<file path="src/hdl/alcd_pkg.sv">
// Package: shared types, constants and the step adaptation table for the ADPCM channel decoder.
`default_nettype none
package alcd_pkg;

    localparam int unsigned BYTE_W   = 8;
    localparam int unsigned SAMPLE_W = 16;
    localparam int unsigned STEP_W   = 15;
    localparam int unsigned POS_W    = 17;
    localparam int unsigned CFG_W    = 16;
    localparam int unsigned SCALE_W  = 10;

    localparam logic [STEP_W-1:0] STEP_INIT = 15'd127;
    localparam logic [STEP_W-1:0] STEP_MIN  = 15'd127;
    localparam logic [STEP_W-1:0] STEP_MAX  = 15'd24576;

    localparam logic signed [SAMPLE_W-1:0] HIST_MIN = 16'sh8000;
    localparam logic signed [SAMPLE_W-1:0] HIST_MAX = 16'sh7FFF;

    localparam logic [POS_W-1:0] POS_STEP = 17'd2;

    typedef enum logic [1:0] {
        CFG_LOOP_START  = 2'd0,
        CFG_LOOP_END    = 2'd1,
        CFG_LOOP_ENABLE = 2'd2,
        CFG_STREAM_MODE = 2'd3
    } t_cfg_idx;

    typedef enum logic [2:0] {
        ST_IDLE,
        ST_MUL0,
        ST_ADD0,
        ST_MUL1,
        ST_ADD1,
        ST_ENDP,
        ST_OUT0,
        ST_OUT1
    } t_state;

    typedef struct packed {
        logic load;
        logic mul;
        logic add;
        logic nib_hi;
        logic endp;
    } t_cmd;

    typedef struct packed {
        logic run;
    } t_sts;

    function automatic logic [SCALE_W-1:0] scale_lut(input logic [2:0] mag);
        logic [SCALE_W-1:0] res;
        begin
            case (mag)
                3'd4:    res = 10'd307;
                3'd5:    res = 10'd409;
                3'd6:    res = 10'd512;
                3'd7:    res = 10'd614;
                default: res = 10'd230;
            endcase
            return res;
        end
    endfunction

endpackage
`default_nettype wire

</file>
<file path="src/hdl/alcd_in_if.sv">
// Interface: input channel carrying one code byte and the restart flag per beat.
`default_nettype none
interface alcd_in_if;
    logic       valid;
    logic       ready;
    logic [7:0] code_byte;
    logic       restart;

    modport source (output valid, output code_byte, output restart, input ready);
    modport sink   (input valid, input code_byte, input restart, output ready);
endinterface
`default_nettype wire

</file>
<file path="src/hdl/alcd_out_if.sv">
// Interface: output channel carrying one decoded sample and channel status per beat.
`default_nettype none
interface alcd_out_if;
    logic               valid;
    logic               ready;
    logic signed [15:0] sample;
    logic               pair_last;
    logic               loop_hit;
    logic               still_running;
    logic [16:0]        next_pos;

    modport source (output valid, output sample, output pair_last, output loop_hit,
                    output still_running, output next_pos, input ready);
    modport sink   (input valid, input sample, input pair_last, input loop_hit,
                    input still_running, input next_pos, output ready);
endinterface
`default_nettype wire

</file>
<file path="src/hdl/alcd_dp.sv">
// Datapath: history and step update, loop position logic, config registers and sample buffers.
`default_nettype none
module alcd_dp (
    input  wire logic                   i_clk,
    input  wire logic                   i_rst_n,
    input  wire alcd_pkg::t_cmd         i_cmd,
    output alcd_pkg::t_sts              o_sts,
    input  wire logic                   i_cfg_we,
    input  wire alcd_pkg::t_cfg_idx     i_cfg_idx,
    input  wire logic [15:0]            i_cfg_data,
    input  wire logic [7:0]             i_code_byte,
    input  wire logic                   i_restart,
    input  wire logic                   i_out_sel,
    output logic signed [15:0]          o_sample,
    output logic                        o_loop_hit,
    output logic                        o_still_running,
    output logic [16:0]                 o_next_pos
);
    import alcd_pkg::*;

    logic [CFG_W-1:0]           r_loop_start;
    logic [CFG_W-1:0]           r_loop_end;
    logic                       r_loop_en;
    logic                       r_stream;

    logic signed [SAMPLE_W-1:0] r_hist;
    logic [STEP_W-1:0]          r_step;
    logic [POS_W-1:0]           r_pos;
    logic                       r_active;
    logic                       r_looped;

    logic [BYTE_W-1:0]          r_byte;
    logic signed [SAMPLE_W-1:0] r_hsc;
    logic [15:0]                r_diff;
    logic [24:0]                r_sprod;
    logic signed [SAMPLE_W-1:0] r_s0;
    logic signed [SAMPLE_W-1:0] r_s1;

    logic [3:0]                 w_nib;
    logic signed [23:0]         w_hext;
    logic signed [23:0]         w_hprod;
    logic signed [23:0]         w_hadj;
    logic [18:0]                w_dprod;
    logic [24:0]                w_sprod;
    logic signed [17:0]         w_sum;
    logic signed [SAMPLE_W-1:0] w_hnew;
    logic [16:0]                w_sraw;
    logic [STEP_W-1:0]          w_snew;
    logic [POS_W-1:0]           w_end_ext;

    assign o_sts.run = i_restart | r_active;

    assign w_nib     = i_cmd.nib_hi ? r_byte[7:4] : r_byte[3:0];
    assign w_hext    = 24'(r_hist);
    assign w_hprod   = (w_hext <<< 8) - (w_hext <<< 1);
    assign w_hadj    = w_hprod[23] ? (w_hprod + 24'sd255) : w_hprod;
    assign w_dprod   = 19'({w_nib[2:0], 1'b1}) * 19'(r_step);
    assign w_sprod   = 25'(scale_lut(w_nib[2:0])) * 25'(r_step);
    assign w_end_ext = {1'b0, r_loop_end};

    always_comb begin
        if (w_nib[3]) begin
            w_sum = 18'(r_hsc) - $signed({2'b00, r_diff});
        end else begin
            w_sum = 18'(r_hsc) + $signed({2'b00, r_diff});
        end
        if (w_sum < 18'(HIST_MIN)) begin
            w_hnew = HIST_MIN;
        end else if (w_sum > 18'(HIST_MAX)) begin
            w_hnew = HIST_MAX;
        end else begin
            w_hnew = w_sum[15:0];
        end
        w_sraw = r_sprod[24:8];
        if (w_sraw < 17'(STEP_MIN)) begin
            w_snew = STEP_MIN;
        end else if (w_sraw > 17'(STEP_MAX)) begin
            w_snew = STEP_MAX;
        end else begin
            w_snew = w_sraw[14:0];
        end
    end

    always_ff @(posedge i_clk) begin
        if (!i_rst_n) begin
            r_loop_start <= '0;
            r_loop_end   <= '0;
            r_loop_en    <= 1'b0;
            r_stream     <= 1'b0;
        end else if (i_cfg_we) begin
            case (i_cfg_idx)
                CFG_LOOP_START:  r_loop_start <= i_cfg_data;
                CFG_LOOP_END:    r_loop_end   <= i_cfg_data;
                CFG_LOOP_ENABLE: r_loop_en    <= i_cfg_data[0];
                CFG_STREAM_MODE: r_stream     <= i_cfg_data[0];
                default: ;
            endcase
        end
    end

    always_ff @(posedge i_clk) begin
        if (!i_rst_n) begin
            r_hist   <= '0;
            r_step   <= STEP_INIT;
            r_pos    <= '0;
            r_active <= 1'b0;
            r_looped <= 1'b0;
        end else if (i_cmd.load) begin
            if (i_restart) begin
                r_hist   <= '0;
                r_step   <= STEP_INIT;
                r_pos    <= '0;
                r_active <= 1'b1;
                r_looped <= 1'b0;
            end
        end else if (i_cmd.add) begin
            r_hist <= w_hnew;
            r_step <= w_snew;
        end else if (i_cmd.endp) begin
            if (r_pos >= w_end_ext) begin
                r_looped <= 1'b1;
                if (r_loop_en) begin
                    r_pos <= 17'(r_loop_start) + POS_STEP;
                    if (!r_stream) begin
                        r_step <= STEP_INIT;
                        r_hist <= '0;
                    end
                end else begin
                    r_pos    <= w_end_ext;
                    r_active <= 1'b0;
                end
            end else begin
                r_pos <= r_pos + POS_STEP;
            end
        end
    end

    always_ff @(posedge i_clk) begin
        if (i_cmd.load) begin
            r_byte <= i_code_byte;
        end
        if (i_cmd.mul) begin
            r_hsc   <= w_hadj[23:8];
            r_diff  <= w_dprod[18:3];
            r_sprod <= w_sprod;
        end
        if (i_cmd.add) begin
            if (i_cmd.nib_hi) begin
                r_s1 <= w_hnew;
            end else begin
                r_s0 <= w_hnew;
            end
        end
    end

    assign o_sample        = i_out_sel ? r_s1 : r_s0;
    assign o_loop_hit      = r_looped;
    assign o_still_running = r_active;
    assign o_next_pos      = r_pos;

endmodule
`default_nettype wire

</file>
<file path="src/hdl/alcd_ctrl.sv">
// Controller: sequences the two nibble updates, the end-of-pair step and the two output beats.
`default_nettype none
module alcd_ctrl (
    input  wire logic           i_clk,
    input  wire logic           i_rst_n,
    input  wire logic           i_in_valid,
    output logic                o_in_ready,
    output logic                o_out_valid,
    input  wire logic           i_out_ready,
    output logic                o_out_sel,
    output alcd_pkg::t_cmd      o_cmd,
    input  wire alcd_pkg::t_sts i_sts
);
    import alcd_pkg::*;

    t_state r_state;
    t_state n_state;

    always_ff @(posedge i_clk) begin
        if (!i_rst_n) begin
            r_state <= ST_IDLE;
        end else begin
            r_state <= n_state;
        end
    end

    always_comb begin
        n_state = r_state;
        case (r_state)
            ST_IDLE: begin
                if (i_in_valid && i_sts.run) begin
                    n_state = ST_MUL0;
                end
            end
            ST_MUL0: n_state = ST_ADD0;
            ST_ADD0: n_state = ST_MUL1;
            ST_MUL1: n_state = ST_ADD1;
            ST_ADD1: n_state = ST_ENDP;
            ST_ENDP: n_state = ST_OUT0;
            ST_OUT0: begin
                if (i_out_ready) begin
                    n_state = ST_OUT1;
                end
            end
            ST_OUT1: begin
                if (i_out_ready) begin
                    n_state = ST_IDLE;
                end
            end
            default: n_state = ST_IDLE;
        endcase
    end

    always_comb begin
        o_in_ready    = 1'b0;
        o_out_valid   = 1'b0;
        o_out_sel     = 1'b0;
        o_cmd         = '0;
        case (r_state)
            ST_IDLE: begin
                o_in_ready = 1'b1;
                o_cmd.load = i_in_valid;
            end
            ST_MUL0: o_cmd.mul = 1'b1;
            ST_ADD0: o_cmd.add = 1'b1;
            ST_MUL1: begin
                o_cmd.mul    = 1'b1;
                o_cmd.nib_hi = 1'b1;
            end
            ST_ADD1: begin
                o_cmd.add    = 1'b1;
                o_cmd.nib_hi = 1'b1;
            end
            ST_ENDP: o_cmd.endp = 1'b1;
            ST_OUT0: o_out_valid = 1'b1;
            ST_OUT1: begin
                o_out_valid = 1'b1;
                o_out_sel   = 1'b1;
            end
            default: ;
        endcase
    end

endmodule
`default_nettype wire

</file>
<file path="src/hdl/adpcm_loop_channel_decoder.sv">
// Top level: 4-bit ADPCM channel decoder with loop handling.
// Each accepted beat carries one code byte; while the channel runs it yields two sample beats,
// low nibble first, both carrying the loop flag, run status and position after the byte. A beat
// with restart set restarts the channel and is then decoded. While stopped, beats are taken and
// dropped. A byte is taken in the idle state, then passes a multiply and an add step per nibble
// in the shared multiply/accumulate datapath, the loop check and the two output beats; the
// input is held off until both sample beats are taken. No clearing pass follows reset.
`default_nettype none
module adpcm_loop_channel_decoder (
    input  wire logic               i_clk,
    input  wire logic               i_rst_n,
    alcd_in_if.sink                 i_in,
    alcd_out_if.source              o_out,
    input  wire logic               i_cfg_we,
    input  wire alcd_pkg::t_cfg_idx i_cfg_idx,
    input  wire logic [15:0]        i_cfg_data
);
    import alcd_pkg::*;

    t_cmd w_cmd;
    t_sts w_sts;
    logic w_out_sel;

    alcd_ctrl u_ctrl (
        .i_clk       (i_clk),
        .i_rst_n     (i_rst_n),
        .i_in_valid  (i_in.valid),
        .o_in_ready  (i_in.ready),
        .o_out_valid (o_out.valid),
        .i_out_ready (o_out.ready),
        .o_out_sel   (w_out_sel),
        .o_cmd       (w_cmd),
        .i_sts       (w_sts)
    );

    alcd_dp u_dp (
        .i_clk           (i_clk),
        .i_rst_n         (i_rst_n),
        .i_cmd           (w_cmd),
        .o_sts           (w_sts),
        .i_cfg_we        (i_cfg_we),
        .i_cfg_idx       (i_cfg_idx),
        .i_cfg_data      (i_cfg_data),
        .i_code_byte     (i_in.code_byte),
        .i_restart       (i_in.restart),
        .i_out_sel       (w_out_sel),
        .o_sample        (o_out.sample),
        .o_loop_hit      (o_out.loop_hit),
        .o_still_running (o_out.still_running),
        .o_next_pos      (o_out.next_pos)
    );

    assign o_out.pair_last = w_out_sel;

endmodule
`default_nettype wire

</file>
<file path="src/flat_wrapper.sv">
// flat-port wrapper written by rule: the top's interface ports become plain ports
module adpcm_loop_channel_decoder_flat import alcd_pkg::*;
  (i_clk, i_rst_n, i_cfg_we, i_cfg_idx, i_cfg_data, i_in_valid, i_in_code_byte, i_in_restart, i_in_ready, o_out_valid, o_out_sample, o_out_pair_last, o_out_loop_hit, o_out_still_running, o_out_next_pos, o_out_ready);
  alcd_in_if i_in_i ();
  alcd_out_if o_out_i ();
  input  wire logic i_clk;
  input  wire logic i_rst_n;
  input  wire logic i_cfg_we;
  input  wire alcd_pkg::t_cfg_idx i_cfg_idx;
  input  wire logic [15:0] i_cfg_data;
  input wire logic [$bits(i_in_i.valid)-1:0] i_in_valid;
  input wire logic [$bits(i_in_i.code_byte)-1:0] i_in_code_byte;
  input wire logic [$bits(i_in_i.restart)-1:0] i_in_restart;
  output wire logic [$bits(i_in_i.ready)-1:0] i_in_ready;
  output wire logic [$bits(o_out_i.valid)-1:0] o_out_valid;
  output wire logic [$bits(o_out_i.sample)-1:0] o_out_sample;
  output wire logic [$bits(o_out_i.pair_last)-1:0] o_out_pair_last;
  output wire logic [$bits(o_out_i.loop_hit)-1:0] o_out_loop_hit;
  output wire logic [$bits(o_out_i.still_running)-1:0] o_out_still_running;
  output wire logic [$bits(o_out_i.next_pos)-1:0] o_out_next_pos;
  input wire logic [$bits(o_out_i.ready)-1:0] o_out_ready;
  assign i_in_i.valid = i_in_valid;
  assign i_in_i.code_byte = i_in_code_byte;
  assign i_in_i.restart = i_in_restart;
  assign i_in_ready = i_in_i.ready;
  assign o_out_valid = o_out_i.valid;
  assign o_out_sample = o_out_i.sample;
  assign o_out_pair_last = o_out_i.pair_last;
  assign o_out_loop_hit = o_out_i.loop_hit;
  assign o_out_still_running = o_out_i.still_running;
  assign o_out_next_pos = o_out_i.next_pos;
  assign o_out_i.ready = o_out_ready;
  adpcm_loop_channel_decoder u_core (.i_clk(i_clk), .i_rst_n(i_rst_n), .i_in(i_in_i), .o_out(o_out_i), .i_cfg_we(i_cfg_we), .i_cfg_idx(i_cfg_idx), .i_cfg_data(i_cfg_data));
endmodule
</file>
<file path="config.mk">
export PLATFORM = sky130hd
export DESIGN_NAME = adpcm_loop_channel_decoder_flat
export DESIGN_NICKNAME = d
export VERILOG_FILES = /design/src/hdl/alcd_pkg.sv /design/src/hdl/alcd_in_if.sv /design/src/hdl/alcd_out_if.sv /design/src/hdl/alcd_dp.sv /design/src/hdl/alcd_ctrl.sv /design/src/hdl/adpcm_loop_channel_decoder.sv /design/src/flat_wrapper.sv
export SDC_FILE = /design/constraint.sdc
export NUM_CORES = 1
export LEC_CHECK = 0
export BUFFER_PORTS_ARGS = -buffer_cell sky130_fd_sc_hd__buf_2
export CAP_MARGIN = 5
export CORE_MARGIN = 1.5
export CORE_UTILIZATION = 42
export CTS_CLUSTER_SIZE = 16
export DETAILED_ROUTE_END_ITERATION = 8
export PLACE_DENSITY = 0.65
export SETUP_SLACK_MARGIN = 0.2
export SLEW_MARGIN = 40
export SYNTH_ARGS = -nofsm -noshare
export SYNTH_HDL_FRONTEND = slang
export SYNTH_HIERARCHICAL = 1
export SYNTH_SLANG_ARGS = --single-unit
</file>
<file path="constraint.sdc">
create_clock -name i_clk -period 6.04 [get_ports i_clk]
set_input_delay 0 -clock i_clk [delete_from_list [all_inputs] [get_ports i_clk]]
set_output_delay 0 -clock i_clk [all_outputs]
set_load 0.005 [all_outputs]
</file>
== After elaboration in Yosys (flattened, before gate mapping) ==
Cells that the tools add are included.

* Flip-flop bits (word level): 184
* Input bits: 32
* Output and inout bits: 38
* Word-level logic and storage cells: 128

* Add/sub/neg operators: 6
* $mul: 2
* $lt $le $gt $ge: 5
* Equal/unequal tests: 21
* Mux-type cells: 52
* Bitwise gates (word level): 2
* Reduce and logical (&&, ||, !) cells: 23

{| class="wikitable"
|+ Operators with widths
! operator !! number
|-
| 16-bit two-way mux || 10
|-
| 15-bit two-way mux || 9
|-
| 17-bit two-way mux || 6
|-
| 10-bit one-hot mux with 4 select lines || 1
|-
| 10-bit by 15-bit multiplier with 25-bit output || 1
|-
| 24-bit by 9-bit adder with 24-bit output, second input constant || 1
|-
| 3-bit equality test, second input constant || 8
|-
| 3-bit one-hot mux with 8 select lines || 1
|-
| 24-bit by 17-bit subtractor with 24-bit output || 1
|-
| 23-bit two-way mux || 1
|-
| 4-bit by 15-bit multiplier with 19-bit output || 1
|-
| 1-bit two-way mux || 19
|-
| 16-bit by 17-bit adder with 18-bit output || 1
|-
| 18-bit by 16-bit greater-than comparator with 1-bit output, second input constant || 1
|-
| 18-bit by 16-bit less-than comparator with 1-bit output, second input constant || 1
|-
| 18-bit two-way mux || 1
|-
| 16-bit by 17-bit subtractor with 18-bit output || 1
|-
| 16-bit by 2-bit adder with 17-bit output, second input constant || 1
|-
| 17-bit by 2-bit adder with 17-bit output, second input constant || 1
|-
| 17-bit by 16-bit greater-or-equal comparator with 1-bit output || 1
|-
| 17-bit by 15-bit greater-than comparator with 1-bit output, second input constant || 1
|-
| 17-bit by 7-bit less-than comparator with 1-bit output, second input constant || 1
|-
| 2-bit AND reduction || 6
|-
| 5-bit AND reduction || 2
|-
| 19 further kinds || 34
|}

== Depth between registers and ports, before layout ==
* Depth in word-level cells: 10
* Gate-level depth with buffers: 30
* Depth with buffers taken out: 27

== Cells and area by module ==
Netlist, hierarchy kept.

{| class="wikitable"
|+ Modules (own cells, without submodules)
! module !! instances !! cells an instance !! area each (um^2) !! sequential area each (um^2)
|-
| alcd_dp || 1 || 1,682 || 15,407.3 || 4,354.2
|-
| alcd_ctrl || 1 || 30 || 224.0 || 60.1
|}

== Worst setup path after synthesis ==
No wires, ideal clock.

* Path type: reg-to-reg
* From: reg u_core.u_ctrl.r_state[0]
* To: reg u_core.u_dp.r_sprod[18] (data pin)
* Setup time: 258 ps
* Data arrival time: 6,320 ps
* Data required time: 5,782 ps
* Slack: -538 ps
* Stages on the path, launching flop included: 25
* Buffers on the path: 4
* Period minus slack after synthesis: 6,578 ps
* Cell sequence: dfxtp_1 -> clkbuf_1 -> nand2_1 -> o21ai_0 -> buf_2 -> mux2i_1 -> clkbuf_1 -> clkbuf_1 -> nand3_1 -> fa_1 -> inv_1 -> fa_1 -> fa_1 -> fa_1 -> inv_1 -> fa_1 -> inv_1 -> ha_1 -> or3_1 -> a211o_1 -> and3_1 -> o21ai_0 -> nand2b_1 -> a21oi_1 -> xnor2_1

{| class="wikitable"
|+ RTL lines
! element !! RTL line !! text
|-
| from (decl) || alcd_ctrl.sv:16 || <nowiki>t_state r_state;</nowiki>
|-
| from (signal assigned) || alcd_ctrl.sv:23 || <nowiki>r_state <= n_state;</nowiki>
|-
| to (signal assigned) || alcd_dp.sv:145 || <nowiki>r_sprod <= w_sprod;</nowiki>
|-
| to (decl) || alcd_dp.sv:35 || <nowiki>logic [24:0] r_sprod;</nowiki>
|}

==> run summary <==
• result of the run: finished with violations
• failing checks: setup timing
• Switch Pwr: 4.71 mW
• cells on worst reg2reg path: 25
• Max Clock Freq: 162 MHz
• # Max-Cap Violations: 0
• initial core utilization: 42.7%
• Remaining Overflow, GRT: 0
• die outline width: 196 um
• net count reported at finish: 2214
• cell type with the largest total area after synthesis: sky130_fd_sc_hd__edfxtp_1
• share of power burned in combinational logic: 70.8%
• sequential fraction of the synthesis area: 28.2%
• DR WL/cell: 16.5 um
• internal power of the cells: 5.90 mW
• area of the multi-input gates: 0.0106 sq mm
• worst hold path class: in2reg
• final count of negative-setup-slack endpoints: 9
• required time of the critical path: 6.24 ns
• layout overhead on the synthesized area: 20.2%
• Slew Viols, Final: 0
• final worst setup slack: -0.125 ns
• yosys warns: 6
• post-synthesis area per instance: 9.13 sq um
• number of vias per cell after detailed routing: 5.26
• Sw Share: 44.4%
• Detailed Route WL: 39700 um
• post-synthesis sequential element count: 176
• reg2reg start: u_core/u_ctrl/r_state[0]
• commonest non-fill, non-tap cells in the layout: 219 x sky130_fd_sc_hd__nand2_1, 190 x sky130_fd_sc_hd__inv_1, 133 x sky130_fd_sc_hd__buf_4
• reg-to-reg endpoint: u_core/u_dp/r_sprod[22]
• peak fanout along the critical path: 14
• count of boundary I/O pins: 70
• floorplan core area: 0.0366 sq mm
• final hold violations: 0
• number of global-route vias before repair: 12700
• setup slack on the worst flop-to-flop path: -0.12 ns
• peak supply drop: 0.000678 V
• depth of the worst hold-timing path: 3
• Synth area leaders: sky130_fd_sc_hd__edfxtp_1 17%, sky130_fd_sc_hd__fa_1 16%, sky130_fd_sc_hd__dfxtp_1 11%
• end point of the most critical hold path: u_core/u_dp/o_loop_hit
• Register Area: 0.00442 sq mm
• total power divided by cell area: 564 mW/mm^2
• DRC errors left: 0
• clock insertion delay at the later pin of the skew report: 0.45 ns
• CP arrival: 6.37 ns
• global-route wire length before repair: 65600 um
• # port buffers: 69
• GRT Total Usage: 21.5%
• pin count of the biggest net entering global routing: 57
• FP Rows: 70
• number of nets with antenna violations after detailed routing: 0
• minimum hold slack: 0.0177 ns
• weighted congestion at the end of routability-driven global placement: 0.917
• initial antenna violation count: 0
• synthesized net count: 2003
• chip height: 196 um
• distinct cell type count after synthesis: 86
• start point of the worst hold path: i_rst_n
• Root Buffer: sky130_fd_sc_hd__clkbuf_16
• fraction of layout instances using a drive strength above 1: 19.3%
• area share of the largest cell type after synthesis: 17.1%
• category of the worst setup path capture point: flip-flop
• leading cell type in the layout, fill and taps excluded: sky130_fd_sc_hd__nand2_1
• remaining max-slew budget at the tightest pin: 47.6%
• Clock Pin Slew Worst Setup and Hold Paths: 0.08 ns
• top_reg_cell synth: sky130_fd_sc_hd__edfxtp_1
• Worst-Margin Slew: 0.786 ns
• instance area after placement: 0.0174 sq mm
• number of sinks handled by clock tree synthesis: 176
• area of the die: 0.0384 sq mm
• synthesized instance count: 1712
• Longest Clk Path Bufs: 2
• part of the power in registers: 18.4%
• utilization of the core after routing: 51.3%
• part of the total power dissipated in the clock network: 10.8%
• number of levels the H-tree was split into: 4
• number of synthesized flops with an enable pin: 89
• Synth async-reset ratio: 0%
• final period utilization: 102%
• post-route clock skew: 0.0105 ns
• Pre-antenna DRT Iters: 5
• overall power: 10.6 mW
• half-perimeter wire length after detailed placement: 30700 um
• total standard cell area after synthesis: 0.0156 sq mm
• setup repair after global routing missed its margin: true
• start-to-end type of the worst setup path: reg2reg
• post-route design area: 0.0188 sq mm
• Fillers: 3328
• DRT iter0 DRCs: 724
• cell leakage power: 8.51 nW
• Min Clock Period, post-route: 6.16 ns
• antenna diode count: 0
• detailed-route via count: 12600
• clock tree from TritonCTS: done
• startpoint class of the critical path: flip-flop
• cts bufs inserted: 17
-- worst max-delay path, stage by stage (launching register included) --
cell	delay, ns
sky130_fd_sc_hd__dfxtp_4	0.37
sky130_fd_sc_hd__nor2_4	0.10
sky130_fd_sc_hd__nand2_1	0.07
sky130_fd_sc_hd__o21ai_2	0.07
sky130_fd_sc_hd__buf_6	0.17
sky130_fd_sc_hd__buf_6	0.12
sky130_fd_sc_hd__mux2_4	0.33
sky130_fd_sc_hd__buf_8	0.16
sky130_fd_sc_hd__and3_4	0.21
sky130_fd_sc_hd__and2_1	0.18
sky130_fd_sc_hd__fa_1	0.52
sky130_fd_sc_hd__fa_1	0.41
sky130_fd_sc_hd__ha_1	0.30
sky130_fd_sc_hd__inv_2	0.04
sky130_fd_sc_hd__fa_1	0.54
sky130_fd_sc_hd__inv_2	0.04
sky130_fd_sc_hd__fa_1	0.43
sky130_fd_sc_hd__ha_1	0.32
sky130_fd_sc_hd__a21o_1	0.17
sky130_fd_sc_hd__a21oi_2	0.20
sky130_fd_sc_hd__a31oi_4	0.13
sky130_fd_sc_hd__a211o_1	0.38
sky130_fd_sc_hd__a32oi_2	0.23
sky130_fd_sc_hd__nand2b_1	0.10
sky130_fd_sc_hd__a21o_1	0.19
sky130_fd_sc_hd__xor2_1	0.13
-- how the worst max path moves through the flow --
stage / slack, ns / start / to
after CTS: -0.1 / u_core/u_ctrl/r_state[0] / u_core/u_dp/r_sprod[22]
after floorplan: -0.005 / u_core/u_ctrl/r_state[0] / u_core/u_dp/r_sprod[22]
after global routing: -0.37 / u_core/u_ctrl/r_state[0] / u_core/u_dp/r_sprod[22]
after global placement: -0.27 / u_core/u_ctrl/r_state[1] / u_core/u_dp/r_sprod[22]
final: -0.12 / u_core/u_ctrl/r_state[0] / u_core/u_dp/r_sprod[22]
after detailed placement: -0.40 / u_core/u_ctrl/r_state[1] / u_core/u_dp/r_sprod[22]
-- layer usage --
layer | global-route usage (%) | wire length [um]
met4 | 7.09 | 1010
met1 | 28.8 | 18300
met5 | 0 | 0
met3 | 3.28 | 1600
met2 | 35.8 | 18700
-- cells in the mapped netlist, types with 11 or more instances --
cell                       count
sky130_fd_sc_hd__a21boi_0     33
sky130_fd_sc_hd__a21o_1       17
sky130_fd_sc_hd__a21oi_1      90
sky130_fd_sc_hd__and2_1       40
sky130_fd_sc_hd__and3_1       26
sky130_fd_sc_hd__clkbuf_1     44
sky130_fd_sc_hd__dfxtp_1      87
sky130_fd_sc_hd__edfxtp_1     89
sky130_fd_sc_hd__fa_1        128
sky130_fd_sc_hd__ha_1        131
sky130_fd_sc_hd__inv_1       197
sky130_fd_sc_hd__mux2_2       20
sky130_fd_sc_hd__nand2_1     230
sky130_fd_sc_hd__nand2b_1     15
sky130_fd_sc_hd__nand3_1      47
sky130_fd_sc_hd__nor2_1      130
sky130_fd_sc_hd__nor3_1       23
sky130_fd_sc_hd__nor3b_1      11
sky130_fd_sc_hd__o21a_1       16
sky130_fd_sc_hd__o21ai_0      46
sky130_fd_sc_hd__o21ai_2      11
sky130_fd_sc_hd__o22ai_1      11
sky130_fd_sc_hd__xnor2_1      66
sky130_fd_sc_hd__xor2_1       37
-- layout make-up --
class,instances,share of cell area [%]
inverter,198,3.95
clock inverter,15,0.879
timing repair buffer,246,9.73
sequential,176,23.5
tap,468,3.12
clock buffer,17,2.26
multi-input combinational,1284,56.5
-- registers in the layout, summed over array words and instances (netlist names), 3 cells and up --
| signal | flops |
|---|---|
| u_core/u_dp/r_diff | 16 |
| u_core/u_dp/r_s1 | 16 |
| u_core/u_dp/r_byte | 8 |
| u_core/u_dp/r_s0 | 16 |
| u_core/u_dp/r_hist | 16 |
| u_core/u_dp/r_hsc | 16 |
| u_core/u_dp/r_sprod | 17 |
| u_core/u_dp/r_loop_end | 16 |
| u_core/u_dp/o_next_pos | 17 |
| u_core/u_ctrl/r_state | 3 |
| u_core/u_dp/r_step | 15 |
| u_core/u_dp/r_loop_start | 16 |
-- kinds of logic (layout without fill, tap and decap cells) --
| logic type | count (synthesis) | after routing | synth area share [%] |
|---|---|---|---|
| muxes | 28 | 28 | 1.95 |
| adders and majority gates | 259 | 259 | 26.9 |
| xor gates and xnor gates | 103 | 103 | 5.77 |
| buffers and inverters | 254 | 476 | 6.25 |
| and+or+nand+nor | 582 | 583 | 17.6 |
| DFF | 176 | 176 | 28.2 |
| AOI/OAI and AO/OA | 310 | 311 | 13.3 |
-- power by group through the flow --
stage               logic, mW  clock network (mW)  registers, mW
finish                   7.51                1.14           1.96
global route             8.41                1.22           1.98
CTS                      7.16                1.17           1.95
detailed placement       6.70                   0           1.98
global placement         6.55                   0           1.98
floorplan                4.89                   0           1.93
-- through the flow --
step,instances,setup WS [ns],setup TNS (ns)
floorplan,1712,-0.00528,-0.00528
global placement,2317,-0.268,-1.60
detailed placement,2317,-0.398,-2.65
CTS,2395,-0.0971,-0.310
global route,2404,-0.367,-3.12
finish,2404,-0.125,-0.663
-- repair_timing --
action	CTS	global route
cloned	2	0
hold buffers	29	0
endpoints found under the setup margin	13	14
endpoints found under the hold margin	47	0
pin swaps	52	14
setup buffers	15	9
gates resized for setup	59	18
Note: power is estimated with default switching activity, not from simulation.
